`src/sv/blt_pkg.sv`:
```
// ----------------------------------------------------------------------------
// blt_pkg
// Shared types and constants for the buffer lease tracker.
// ----------------------------------------------------------------------------
package blt_pkg;

    localparam int MAX_BUFFERS = 16;
    localparam int BUF_IDX_W   = $clog2(MAX_BUFFERS);
    localparam int BUF_CNT_W   = $clog2(MAX_BUFFERS + 1);
    localparam int NUM_BUF_W   = 5;
    localparam int TIMEOUT_W   = 16;
    localparam int SHARE_W     = 8;
    localparam int AGE_W       = 16;
    localparam int TOTAL_W     = 32;
    localparam int CFG_IDX_W   = 1;
    localparam int CFG_DATA_W  = 16;

    localparam logic [NUM_BUF_W-1:0] NUM_BUF_RESET = NUM_BUF_W'(16);
    localparam logic [TIMEOUT_W-1:0] TIMEOUT_RESET = TIMEOUT_W'(100);

    // configuration register indexes
    localparam logic [CFG_IDX_W-1:0] CFG_ACTIVE_BUFS  = 1'd0;
    localparam logic [CFG_IDX_W-1:0] CFG_LOCK_TIMEOUT = 1'd1;

    // request codes
    localparam logic [1:0] FUNC_SET   = 2'd0;
    localparam logic [1:0] FUNC_TICK  = 2'd1;
    localparam logic [1:0] FUNC_COUNT = 2'd2;

    // buffer status codes
    localparam logic [1:0] STAT_IN_GRAPH = 2'd0;
    localparam logic [1:0] STAT_LOCKED   = 2'd1;
    localparam logic [1:0] STAT_FREE     = 2'd2;

    typedef struct packed {
        logic [1:0]           func;
        logic [BUF_IDX_W-1:0] buffer_index;
        logic [1:0]           requested_status;
        logic                 already_enqueued;
    } t_in;

    typedef struct packed {
        logic                 ok;
        logic                 enqueue_valid;
        logic [BUF_IDX_W-1:0] enqueue_buffer;
        logic [TOTAL_W-1:0]   enqueue_total;
        logic [BUF_CNT_W-1:0] match_count;
        logic                 last;
    } t_out;

endpackage

```
`src/sv/buffer_lease_tracker.sv`:
```
// ----------------------------------------------------------------------------
// buffer_lease_tracker
// Set request: the S_SET state registers the result once the output is free.
// Tick and count query: one table entry per cycle, a tick pausing while an
// earlier held release waits on the output; then the S_WALK state registers
// the result once the output is free. A tick emits one result per released
// buffer, or one when none is released. Requests are taken only in idle.
// Synchronous active-low reset: all buffers free, counters zero, registers
// back to 16 active buffers and lock_timeout 100.
// ----------------------------------------------------------------------------
module buffer_lease_tracker (
    input  logic                             i_clk,
    input  logic                             i_rst_n,
    input  logic                             i_in_valid,
    output logic                             o_in_ready,
    input  blt_pkg::t_in                     i_in_data,
    output logic                             o_out_valid,
    input  logic                             i_out_ready,
    output blt_pkg::t_out                    o_out_data,
    input  logic                             i_cfg_valid,
    output logic                             o_cfg_ready,
    input  logic [blt_pkg::CFG_IDX_W-1:0]    i_cfg_index,
    input  logic [blt_pkg::CFG_DATA_W-1:0]   i_cfg_data
);

    typedef enum logic [2:0] {
        S_IDLE = 3'b001,
        S_SET  = 3'b010,
        S_WALK = 3'b100
    } t_state;

    t_state r_state, n_state;

    logic [blt_pkg::NUM_BUF_W-1:0] r_active_bufs;
    logic [blt_pkg::TIMEOUT_W-1:0] r_lock_timeout;

    logic [1:0]                    r_status [blt_pkg::MAX_BUFFERS];
    logic [blt_pkg::SHARE_W-1:0]   r_share  [blt_pkg::MAX_BUFFERS];
    logic [blt_pkg::AGE_W-1:0]     r_age    [blt_pkg::MAX_BUFFERS];
    logic [blt_pkg::TOTAL_W-1:0]   r_enq_cnt, n_enq_cnt;

    blt_pkg::t_in                  r_req;
    logic [blt_pkg::BUF_CNT_W-1:0] r_idx, n_idx;
    logic [blt_pkg::BUF_CNT_W-1:0] r_cnt, n_cnt;
    logic                          r_hold_v, n_hold_v;
    logic [blt_pkg::BUF_IDX_W-1:0] r_hold_buf, n_hold_buf;
    logic [blt_pkg::TOTAL_W-1:0]   r_hold_total, n_hold_total;
    logic                          r_out_valid, n_out_valid;
    blt_pkg::t_out                 r_out, n_out;

    logic [blt_pkg::BUF_CNT_W-1:0] w_n;
    logic                          w_out_free;
    logic [blt_pkg::BUF_IDX_W-1:0] w_addr;
    logic [1:0]                    w_st_old, w_st_new;
    logic [blt_pkg::SHARE_W-1:0]   w_sh_old, w_sh_new, w_sh_inc, w_sh_dec;
    logic [blt_pkg::AGE_W-1:0]     w_age_old, w_age_new, w_age_tick;
    logic                          w_we;
    logic                          w_ok, w_enq;
    logic [blt_pkg::TOTAL_W-1:0]   w_enq_next;

    // walked entries: min(active buffers, MAX_BUFFERS)
    assign w_n = (r_active_bufs > blt_pkg::NUM_BUF_W'(blt_pkg::MAX_BUFFERS))
               ? blt_pkg::BUF_CNT_W'(blt_pkg::MAX_BUFFERS)
               : blt_pkg::BUF_CNT_W'(r_active_bufs);

    assign w_out_free  = ~r_out_valid | i_out_ready;
    assign o_in_ready  = (r_state == S_IDLE);
    assign o_cfg_ready = 1'b1;
    assign o_out_valid = r_out_valid;
    assign o_out_data  = r_out;

    // one shared entry port: the set request's buffer or the walk position
    assign w_addr     = (r_state == S_WALK) ? r_idx[blt_pkg::BUF_IDX_W-1:0]
                                            : r_req.buffer_index;
    assign w_st_old   = r_status[w_addr];
    assign w_sh_old   = r_share[w_addr];
    assign w_age_old  = r_age[w_addr];
    assign w_sh_inc   = (w_sh_old == '1) ? w_sh_old : w_sh_old + 1'b1;
    assign w_sh_dec   = (w_sh_old == '0) ? w_sh_old : w_sh_old - 1'b1;
    assign w_age_tick = (w_st_old == blt_pkg::STAT_LOCKED && w_age_old != '1)
                      ? w_age_old + 1'b1 : w_age_old;
    assign w_enq_next = r_enq_cnt + 1'b1;

    always_comb begin
        n_state      = r_state;
        n_idx        = r_idx;
        n_cnt        = r_cnt;
        n_hold_v     = r_hold_v;
        n_hold_buf   = r_hold_buf;
        n_hold_total = r_hold_total;
        n_enq_cnt    = r_enq_cnt;
        n_out        = r_out;
        n_out_valid  = r_out_valid & ~i_out_ready;
        w_st_new     = w_st_old;
        w_sh_new     = w_sh_old;
        w_age_new    = w_age_old;
        w_we         = 1'b0;
        w_ok         = 1'b1;
        w_enq        = 1'b0;

        unique case (r_state)
            S_IDLE: begin
                if (i_in_valid) begin
                    n_idx    = '0;
                    n_cnt    = '0;
                    n_hold_v = 1'b0;
                    if (i_in_data.func == blt_pkg::FUNC_TICK ||
                        i_in_data.func == blt_pkg::FUNC_COUNT) begin
                        n_state = S_WALK;
                    end else begin
                        n_state = S_SET;
                    end
                end
            end
            S_SET: begin
                if (w_out_free) begin
                    if (r_req.func != blt_pkg::FUNC_SET) begin
                        w_ok = 1'b0;
                    end else if ({1'b0, r_req.buffer_index} >= w_n) begin
                        w_ok = 1'b0;
                    end else begin
                        w_we = 1'b1;
                        case (w_st_old)
                            blt_pkg::STAT_IN_GRAPH: begin
                                if (r_req.requested_status == blt_pkg::STAT_LOCKED) begin
                                    w_sh_new = w_sh_inc;
                                    w_st_new = blt_pkg::STAT_LOCKED;
                                end else if (r_req.requested_status == blt_pkg::STAT_FREE) begin
                                    w_enq = ~r_req.already_enqueued;
                                end else begin
                                    w_ok = 1'b0;
                                end
                            end
                            blt_pkg::STAT_LOCKED: begin
                                if (r_req.requested_status == blt_pkg::STAT_LOCKED) begin
                                    w_sh_new  = w_sh_inc;
                                    w_age_new = '0;
                                end else if (r_req.requested_status == blt_pkg::STAT_FREE) begin
                                    w_sh_new = w_sh_dec;
                                    // a decrement from zero counts as reaching zero
                                    if (w_sh_dec == '0) begin
                                        w_st_new  = blt_pkg::STAT_IN_GRAPH;
                                        w_age_new = '0;
                                        w_enq     = 1'b1;
                                    end
                                end else begin
                                    w_ok = 1'b0;
                                end
                            end
                            default: begin
                                if (r_req.requested_status == blt_pkg::STAT_IN_GRAPH) begin
                                    w_st_new = blt_pkg::STAT_IN_GRAPH;
                                end else if (r_req.requested_status == blt_pkg::STAT_LOCKED) begin
                                    w_sh_new = w_sh_inc;
                                    w_st_new = blt_pkg::STAT_LOCKED;
                                end else begin
                                    w_ok = 1'b0;
                                end
                            end
                        endcase
                    end
                    if (w_enq) begin
                        n_enq_cnt = w_enq_next;
                    end
                    n_out.ok             = w_ok;
                    n_out.enqueue_valid  = w_enq;
                    n_out.enqueue_buffer = w_enq ? r_req.buffer_index : '0;
                    n_out.enqueue_total  = w_enq ? w_enq_next : r_enq_cnt;
                    n_out.match_count    = '0;
                    n_out.last           = 1'b1;
                    n_out_valid          = 1'b1;
                    n_state              = S_IDLE;
                end
            end
            S_WALK: begin
                if (r_idx < w_n) begin
                    if (r_req.func == blt_pkg::FUNC_TICK) begin
                        if (blt_pkg::AGE_W'(r_lock_timeout) == w_age_tick) begin
                            // release; an earlier held result goes out first, not last
                            if (!r_hold_v || w_out_free) begin
                                w_we         = 1'b1;
                                w_age_new    = '0;
                                w_sh_new     = '0;
                                w_st_new     = blt_pkg::STAT_IN_GRAPH;
                                n_enq_cnt    = w_enq_next;
                                n_hold_v     = 1'b1;
                                n_hold_buf   = r_idx[blt_pkg::BUF_IDX_W-1:0];
                                n_hold_total = w_enq_next;
                                n_idx        = r_idx + 1'b1;
                                if (r_hold_v) begin
                                    n_out.ok             = 1'b1;
                                    n_out.enqueue_valid  = 1'b1;
                                    n_out.enqueue_buffer = r_hold_buf;
                                    n_out.enqueue_total  = r_hold_total;
                                    n_out.match_count    = '0;
                                    n_out.last           = 1'b0;
                                    n_out_valid          = 1'b1;
                                end
                            end
                        end else begin
                            w_we      = 1'b1;
                            w_age_new = w_age_tick;
                            n_idx     = r_idx + 1'b1;
                        end
                    end else begin
                        if (w_st_old == r_req.requested_status) begin
                            n_cnt = r_cnt + 1'b1;
                        end
                        n_idx = r_idx + 1'b1;
                    end
                end else if (w_out_free) begin
                    n_out.ok             = 1'b1;
                    n_out.enqueue_valid  = r_hold_v;
                    n_out.enqueue_buffer = r_hold_v ? r_hold_buf : '0;
                    n_out.enqueue_total  = r_hold_v ? r_hold_total : r_enq_cnt;
                    n_out.match_count    = (r_req.func == blt_pkg::FUNC_COUNT) ? r_cnt : '0;
                    n_out.last           = 1'b1;
                    n_out_valid          = 1'b1;
                    n_hold_v             = 1'b0;
                    n_state              = S_IDLE;
                end
            end
            default: begin
                n_state = S_IDLE;
            end
        endcase
    end

    always_ff @(posedge i_clk) begin
        if (!i_rst_n) begin
            r_state        <= S_IDLE;
            r_active_bufs  <= blt_pkg::NUM_BUF_RESET;
            r_lock_timeout <= blt_pkg::TIMEOUT_RESET;
            r_enq_cnt      <= '0;
            r_out_valid    <= 1'b0;
            r_hold_v       <= 1'b0;
            r_idx          <= '0;
            r_cnt          <= '0;
            for (int k = 0; k < blt_pkg::MAX_BUFFERS; k++) begin
                r_status[k] <= blt_pkg::STAT_FREE;
                r_share[k]  <= '0;
                r_age[k]    <= '0;
            end
        end else begin
            r_state     <= n_state;
            r_enq_cnt   <= n_enq_cnt;
            r_out_valid <= n_out_valid;
            r_hold_v    <= n_hold_v;
            r_idx       <= n_idx;
            r_cnt       <= n_cnt;
            if (i_cfg_valid) begin
                unique case (i_cfg_index)
                    blt_pkg::CFG_ACTIVE_BUFS:
                        r_active_bufs <= i_cfg_data[blt_pkg::NUM_BUF_W-1:0];
                    blt_pkg::CFG_LOCK_TIMEOUT:
                        r_lock_timeout <= i_cfg_data[blt_pkg::TIMEOUT_W-1:0];
                    default: begin
                    end
                endcase
            end
            if (w_we) begin
                r_status[w_addr] <= w_st_new;
                r_share[w_addr]  <= w_sh_new;
                r_age[w_addr]    <= w_age_new;
            end
        end
    end

    // payload registers
    always_ff @(posedge i_clk) begin
        r_out        <= n_out;
        r_hold_buf   <= n_hold_buf;
        r_hold_total <= n_hold_total;
        if (i_in_valid && o_in_ready) begin
            r_req <= i_in_data;
        end
    end

endmodule

```
`config.mk`:
```
export PLATFORM = sky130hd
export DESIGN_NAME = buffer_lease_tracker
export DESIGN_NICKNAME = d
export VERILOG_FILES = /design/src/sv/blt_pkg.sv /design/src/sv/buffer_lease_tracker.sv
export SDC_FILE = /design/constraint.sdc
export NUM_CORES = 1
export LEC_CHECK = 0
export ABC_AREA = 1
export ABC_CLOCK_PERIOD_IN_PS = 15800
export BUFFER_PORTS_ARGS = -buffer_cell sky130_fd_sc_hd__clkbuf_2
export CAP_MARGIN = 20
export CELL_PAD_IN_SITES_DETAIL_PLACEMENT = 0
export CELL_PAD_IN_SITES_GLOBAL_PLACEMENT = 2
export CORE_MARGIN = 10
export CORE_UTILIZATION = 40
export CTS_BUF_LIST = sky130_fd_sc_hd__clkbuf_8
export CTS_CLUSTER_DIAMETER = 200
export DETAILED_ROUTE_END_ITERATION = 10
export PLACE_DENSITY_LB_ADDON = 0.1
export SLEW_MARGIN = 20
export SYNTH_ARGS = -nofsm -noshare
export SYNTH_HDL_FRONTEND = slang
export SYNTH_SLANG_ARGS = --single-unit
export TNS_END_PERCENT = 1
```
`constraint.sdc`:
```
create_clock -name i_clk -period 15.8 [get_ports i_clk]
set_clock_uncertainty 0.1 [all_clocks]
set_input_delay 3.16 -clock i_clk [delete_from_list [all_inputs] [get_ports i_clk]]
set_output_delay 3.16 -clock i_clk [all_outputs]
set_load 0.05 [all_outputs]
```
==> impl_metrics.ini, run 1 <==
[critical_path]
crit_type = register to register
cpLargestDelayFamily = simple AND/OR/NAND/NOR gates
path_buf_inv = 5
r2r-start = r_state[1]
crit_path_top_delay_cell = nand2_1
r2r_end = r_share[10][3]
crit_arrival_ns = 8.88
cp_max_fo = 75
reg2regPathDepth = 34
end_kind = register
critPathRequiredTime_ns = 16.07
cpMostUsedCell = nand2_1
cp.depth = 34
crit_path_start_kind = register
reg2reg_slack_ns = 7.19
critPathMaxStageDelay_ns = 0.77

[global_routing]
grt_pass1_wl_um = 154000
grt_use_total_pct = 23.1
grt_remaining_overflow = 0
grt_pass1_vias = 24300
grt_antenna_before_repair = 1
grt_max_degree = 81

[cts]
clkSinkCount = 573
clk_pin_slew_worst_paths_ns = 0.06
clk_latency_ns = 0.73
numCtsBuffers = 102
clockRootBuffer = clkbuf_8
cts_tree = built
post_cts_buffers = 0
cts_resized = 0
htree_levels = 3
clock_path_buffers = 3
holdBufCountCts = 0

[worst_hold_path]
min_from = r_lock_timeout[15]
hold_path_end = r_lock_timeout[15]
worstHoldPathType = register to register
whs_path_depth = 2

[synth]
postSynthAreaPerCell_um2 = 8.16
yosysWarnings = 0
ys_ff_latch = 573
postSynth.asyncResetShare_pct = 0
synth-main-ff-cell = edfxtp_1
synth_edf_count = 505
yosysSeqAreaShare_pct = 54.3
syn-cell-area_um2 = 30400
ys_top_cells_by_area = edfxtp_1 50%, nand2_1 15%, nor2_1 8.3%, inv_1 4.8%, dfxtp_1 4.5%
syn_inst = 3725
synthesis.nets = 3771
ys_types = 53
yosysTopAreaCellShare_pct = 49.9
synth_top_area_cell = edfxtp_1

[detailed_routing]
drtPass1Iterations = 5
wirelength_um = 102000
drc = 0
ant_nets = 0
routed_via_density = 5.20
first_iter_violations = 2228
routedWlPerCell_um = 21.2
vias = 25100

[sta]
holdWs_ns = 0.387
fmax_mhz = 116
report.final.slew_viol_count = 0
final.setup.worst_slack_ns = 7.19
finalSetupTns_ns = 0
slew_headroom_pct = 30.0
finalCritPeriodShare_pct = 54.5
rsz0062_at_grt = false
hold_violations = 0
worst_pin_slew_ns = 1.05
period_needed_ns = 8.61
setup_violations = 0

[power]
internal-power_mw = 3.06
switching_share_pct = 50.8
ir_drop_mv = 0.111
p_sw_mw = 3.15
seq_power_share_pct = 29.2
power_mw = 6.21
leakagePower_nw = 14.8
clockPowerShare_pct = 21.1
power_density_nw_per_um2 = 186
combPwrFrac_pct = 49.7

[placement]
io_buffer_count = 76
place_congestion = 0.836
place_ws_ns = 7.25
dp_hpwl_um = 66200
place_inst = 4634

[floorplan]
coreArea_um2 = 75700
die_area_um2 = 87400
fp-row-count = 101
initial_utilization_pct = 40.2
die_w_um = 296
dieHeight_um = 296
io_pins = 78

[run_status]
outcome = finished, final reports clean

[finish]
stdcell_count = 4825
syn_to_final_growth_pct = 9.48
fin_nets = 3806
nFillCells = 7629
ff_latch_area_um2 = 16500
multi_input_area_um2 = 11400
layout-drive-gt1-share_pct = 9.39

[job]
max_cap_violations = 0
layout make-up:
type                            count  share of cell area [%]
Antenna cell                        2                  0.0150
Clock buffer                      109                    4.51
Timing Repair Buffer              119                    2.18
Multi-Input combinational cell   2551                    34.2
Tap cell                          978                    3.68
Sequential cell                   573                    49.6
Clock inverter                     80                    1.14
Inverter                          413                    4.66
cells by family after synthesis:
kind of cell	count (synthesis)	share of synthesized area, %
buffers and inverters	601	8.50
AO/OA/AOI/OAI	295	5.42
AND/OR/NAND/NOR	2204	30.1
other	1	0.0123
adder cells (fa/ha/maj)	15	0.617
XOR/XNOR	36	1.04
flip-flops	573	54.3
registers in the layout (all words and copies together), names as in the netlist:
| name | count |
|---|---|
| r_hold_buf | 4 |
| r_enq_cnt | 32 |
| r_req | 9 |
| r_active_bufs | 5 |
| r_hold_total | 32 |
| r_share | 128 |
| r_status | 32 |
| r_cnt | 5 |
| r_state | 3 |
| r_idx | 5 |
| r_hold_v | 1 |
| r_lock_timeout | 16 |
| r_age | 256 |
| o_out_data | 44 |
| o_out_valid | 1 |
per-layer routing:
| metal | global-route usage [%] | share of wire (%) | vias to the layer above | routed length (um) |
|---|---|---|---|---|
| met2 | 36.9 | 46 | 780 | 47000 |
| met4 | 5.89 | 1.9 | 0 | 1900 |
| li1 | - | - | 12000 | - |
| met5 | 0 | 0 | - | 0 |
| met1 | 32.7 | 46 | 12200 | 47000 |
| met3 | 3.06 | 6.0 | 125 | 6170 |
per-stage QoR:
step                cell area (um^2)  util (%)
floorplan                      30400         -
global placement               31400      41.4
detailed placement             31400      41.5
CTS                            33300      44.0
global route                   33300      44.0
finish                         33300      44.0
power groups by stage:
stage	logic [mW]	clock network, mW	registers [mW]
floorplan	1.98	0	1.88
global placement	3.08	0	1.84
detailed placement	3.07	0	1.84
CTS	3.07	1.34	1.81
global route	3.37	1.41	1.82
finish	3.08	1.31	1.81
synth_stat cells (11+ instances only):
| cell type | instances |
|---|---|
| buf_1 | 14 |
| inv_2 | 20 |
| dfxtp_1 | 68 |
| a21oi_1 | 91 |
| nand2_2 | 11 |
| ha_1 | 15 |
| xor2_1 | 33 |
| clkbuf_1 | 58 |
| nand3_1 | 130 |
| nor3_1 | 19 |
| edfxtp_1 | 505 |
| buf_6 | 15 |
| nor2_2 | 19 |
| inv_1 | 388 |
| buf_2 | 65 |
| nand3b_1 | 33 |
| buf_4 | 36 |
| nor2_1 | 671 |
| nand2_1 | 1224 |
| o21ai_0 | 164 |
| nand4_1 | 46 |
worst max path at each step:
stage	endpoint	from	slack (ns)
floorplan	o_out_data[0]	i_out_ready	8.16
CTS	r_share[10][4]	r_state[1]	7.22
global placement	r_age[5][9]	r_state[1]	7.02
detailed placement	r_share[10][4]	r_state[1]	7.25
finish	r_share[10][3]	r_state[1]	7.19
global route	r_share[10][4]	r_state[1]	6.52
cells in the final DEF, fill, tap and decap left out, types with 3 or more instances in the layout:
cell type	n
edfxtp_1	505
o211ai_1	5
clkinv_1	36
nand2_1	1217
a21oi_1	91
nand4_4	9
inv_8	3
inv_1	415
nor2_1	664
a21oi_4	6
or2_2	9
nor2_4	10
clkbuf_8	109
nand4_2	7
xnor2_1	3
nor3_1	19
a22oi_1	4
ha_1	15
buf_4	43
nand2_2	17
xor2_1	33
a211oi_1	4
clkinv_2	14
inv_2	20
nand4_1	46
nand3b_1	33
nand2_4	4
nand3_1	130
o21ai_1	5
nor4_1	9
nor2_2	21
clkbuf_2	75
dfxtp_1	68
o21ai_0	164
worst min-delay path: stages (launching register included):
cell and delay [ns]:
dfxtp_1 0.31, inv_1 0.07, a21oi_1 0.06
No activity file was read; power rests on OpenSTA's default activity.
==> run 2: changes to the inputs <==
- ABC_AREA: 1 -> 0
- ABC_CLOCK_PERIOD_IN_PS: 15800 -> 8550
- clock period: 15.8 -> 8.55 ns (I/O delays scaled with it)
==> impl_metrics.ini, run 2 <==
[run_status]
outcome = finished, final reports clean

[floorplan]
initial_utilization_pct = 40.2
die_w_um = 293
io_pins = 78
coreArea_um2 = 74300
die_area_um2 = 86100
dieHeight_um = 293
fp-row-count = 100

[cts]
clk_latency_ns = 0.73
clkSinkCount = 573
htree_levels = 3
post_cts_buffers = 0
clockRootBuffer = clkbuf_8
cts_tree = built
clk_pin_slew_worst_paths_ns = 0.06
holdBufCountCts = 0
cts_resized = 0
clock_path_buffers = 3
numCtsBuffers = 102

[power]
power_mw = 6.45
leakagePower_nw = 11.6
power_density_nw_per_um2 = 192
ir_drop_mv = 0.118

[critical_path]
worstPathCellList = nor3b_4 -> buf_4 -> nor4_1 -> nor4_1 -> nand3_1 -> nor3_1 -> and2_0 -> a21oi_1 -> mux2i_1 -> o221a_2 -> a21boi_1 -> buf_4 -> nand2_2 -> nor2_2 -> buf_4 -> or4_1 -> nand2_1 -> buf_4
crit_arrival_ns = 7.42
cpLargestDelayFamily = simple AND/OR/NAND/NOR gates
crit_path_top_delay_cell = nor4_1
cp_max_fo = 25
critPathMaxStageDelay_ns = 0.86
path_buf_inv = 4
crit_type = register to register
critPathRequiredTime_ns = 8.81
cpMostUsedCell = buf_4
crit_path_start_kind = register
end_kind = register

[global_routing]
grt_use_total_pct = 23.5
grt_pass1_wl_um = 151000
grt_max_degree = 57
grt_pass1_vias = 21700
grt_remaining_overflow = 0
grt_antenna_before_repair = 1

[synth]
synth_top_area_cell = edfxtp_1
ys_top_cells_by_area = edfxtp_1 51%, mux4_2 12%, nor2_1 5.5%, dfxtp_1 4.6%, nand2_1 2.1%
synth-main-ff-cell = edfxtp_1
synth_edf_count = 505
synthesis.nets = 2577
ys_ff_latch = 573
syn-cell-area_um2 = 29900
yosysTopAreaCellShare_pct = 50.7
postSynth.asyncResetShare_pct = 0
yosysWarnings = 0
synth.most_common_cell = edfxtp_1
synth_commonest_cells = 505 x edfxtp_1, 437 x nor2_1, 167 x nand2_1
yosysSeqAreaShare_pct = 55.3
syn_inst = 2531
ys_types = 88
postSynthAreaPerCell_um2 = 11.8

[sta]
rsz0062_at_grt = false
finalSetupTns_ns = 0
hold_violations = 0
holdWs_ns = 0.379
fmax_mhz = 140
worst_pin_slew_ns = 1.14
slew_headroom_pct = 23.7
period_needed_ns = 7.16
finalCritPeriodShare_pct = 83.7
setup_violations = 0
final.setup.worst_slack_ns = 1.39
report.final.slew_viol_count = 0

[job]
max_cap_violations = 0

[detailed_routing]
wirelength_um = 103000
first_iter_violations = 2236
vias = 22100
drc = 0
routedWlPerCell_um = 27.8
routed_via_density = 6.00
drtPass1Iterations = 5
ant_nets = 0

[placement]
dp_hpwl_um = 67700
place_ws_ns = 1.54
place_congestion = 0.888
io_buffer_count = 76
place_inst = 3500

[finish]
final_common_cell = edfxtp_1
layout-drive-gt1-share_pct = 20.4
layout_common_cells = 505 x edfxtp_1, 437 x nor2_1, 167 x nand2_1
fin_nets = 2681
nFillCells = 6977
stdcell_count = 3684
largest_register_ffs = 256
top_register = r_age
syn_to_final_growth_pct = 12.4

[worst_hold_path]
worstHoldPathType = register to register
[run 2: metal layers]
layer,global-route usage (%),vias up,routed length [um]
li1,-,9734,-
met1,31.9,11300,43500
met2,38.1,965,48600
met3,4.74,151,8150
met4,6.18,0,2210
met5,0,-,0
[run 2: cells by family after synthesis]
family                   Yosys count  share of synthesized area (%)
AO/OA/AOI/OAI                    387                           8.59
XOR/XNOR                          63                           1.85
adder cells (fa/ha/maj)           15                          0.628
buffers and inverters            265                           4.10
flip-flops                       573                           55.3
multiplexers                     204                           13.6
other                              1                         0.0125
AND/OR/NAND/NOR                 1023                           16.0
[run 2: through the flow]
step,area [um^2],utilization (%)
final,33600,45.2
after global routing,33600,45.2
after CTS,33600,45.2
after detailed placement,31700,42.6
after global placement,31700,42.6
after floorplan,29900,-
[run 2: final cells by class]
type | count | area (um^2) | area share, %
Sequential cell | 573 | 16500 | 49.2
Inverter | 41 | 154 | 0.458
Tap cell | 969 | 1210 | 3.61
Clock buffer | 110 | 1510 | 4.50
Multi-Input combinational cell | 1693 | 12200 | 36.3
Timing Repair Buffer | 224 | 1590 | 4.74
Clock inverter | 71 | 400 | 1.19
Antenna cell | 3 | 7.51 | 0.0223
[run 2: report_power, final]
group          internal (mW)  switching, mW  leakage (nW)
sequential              3.11         0.0451          5.62
clock                   1.27           1.19          1.09
combinational          0.275          0.557          4.89
total                   4.66           1.79          11.6
[run 2: path summary, 6_finish.rpt]
kind | from | end | slack (ns) | cells past startpoint
hold / removal | r_lock_timeout[12] | r_lock_timeout[12] | 0.38 | 2
hold reg to reg | r_lock_timeout[12] | r_lock_timeout[12] | 0.38 | 2
setup reg to reg | r_state[2] | r_share[8][2] | 1.39 | 18
setup / recovery | r_state[2] | r_share[8][2] | 1.39 | 18
[run 2: worst min-delay path: stages, from the launching register on]
cell,delay [ns]
dfxtp_1,0.32
nand2_1,0.06
a21oi_1,0.05
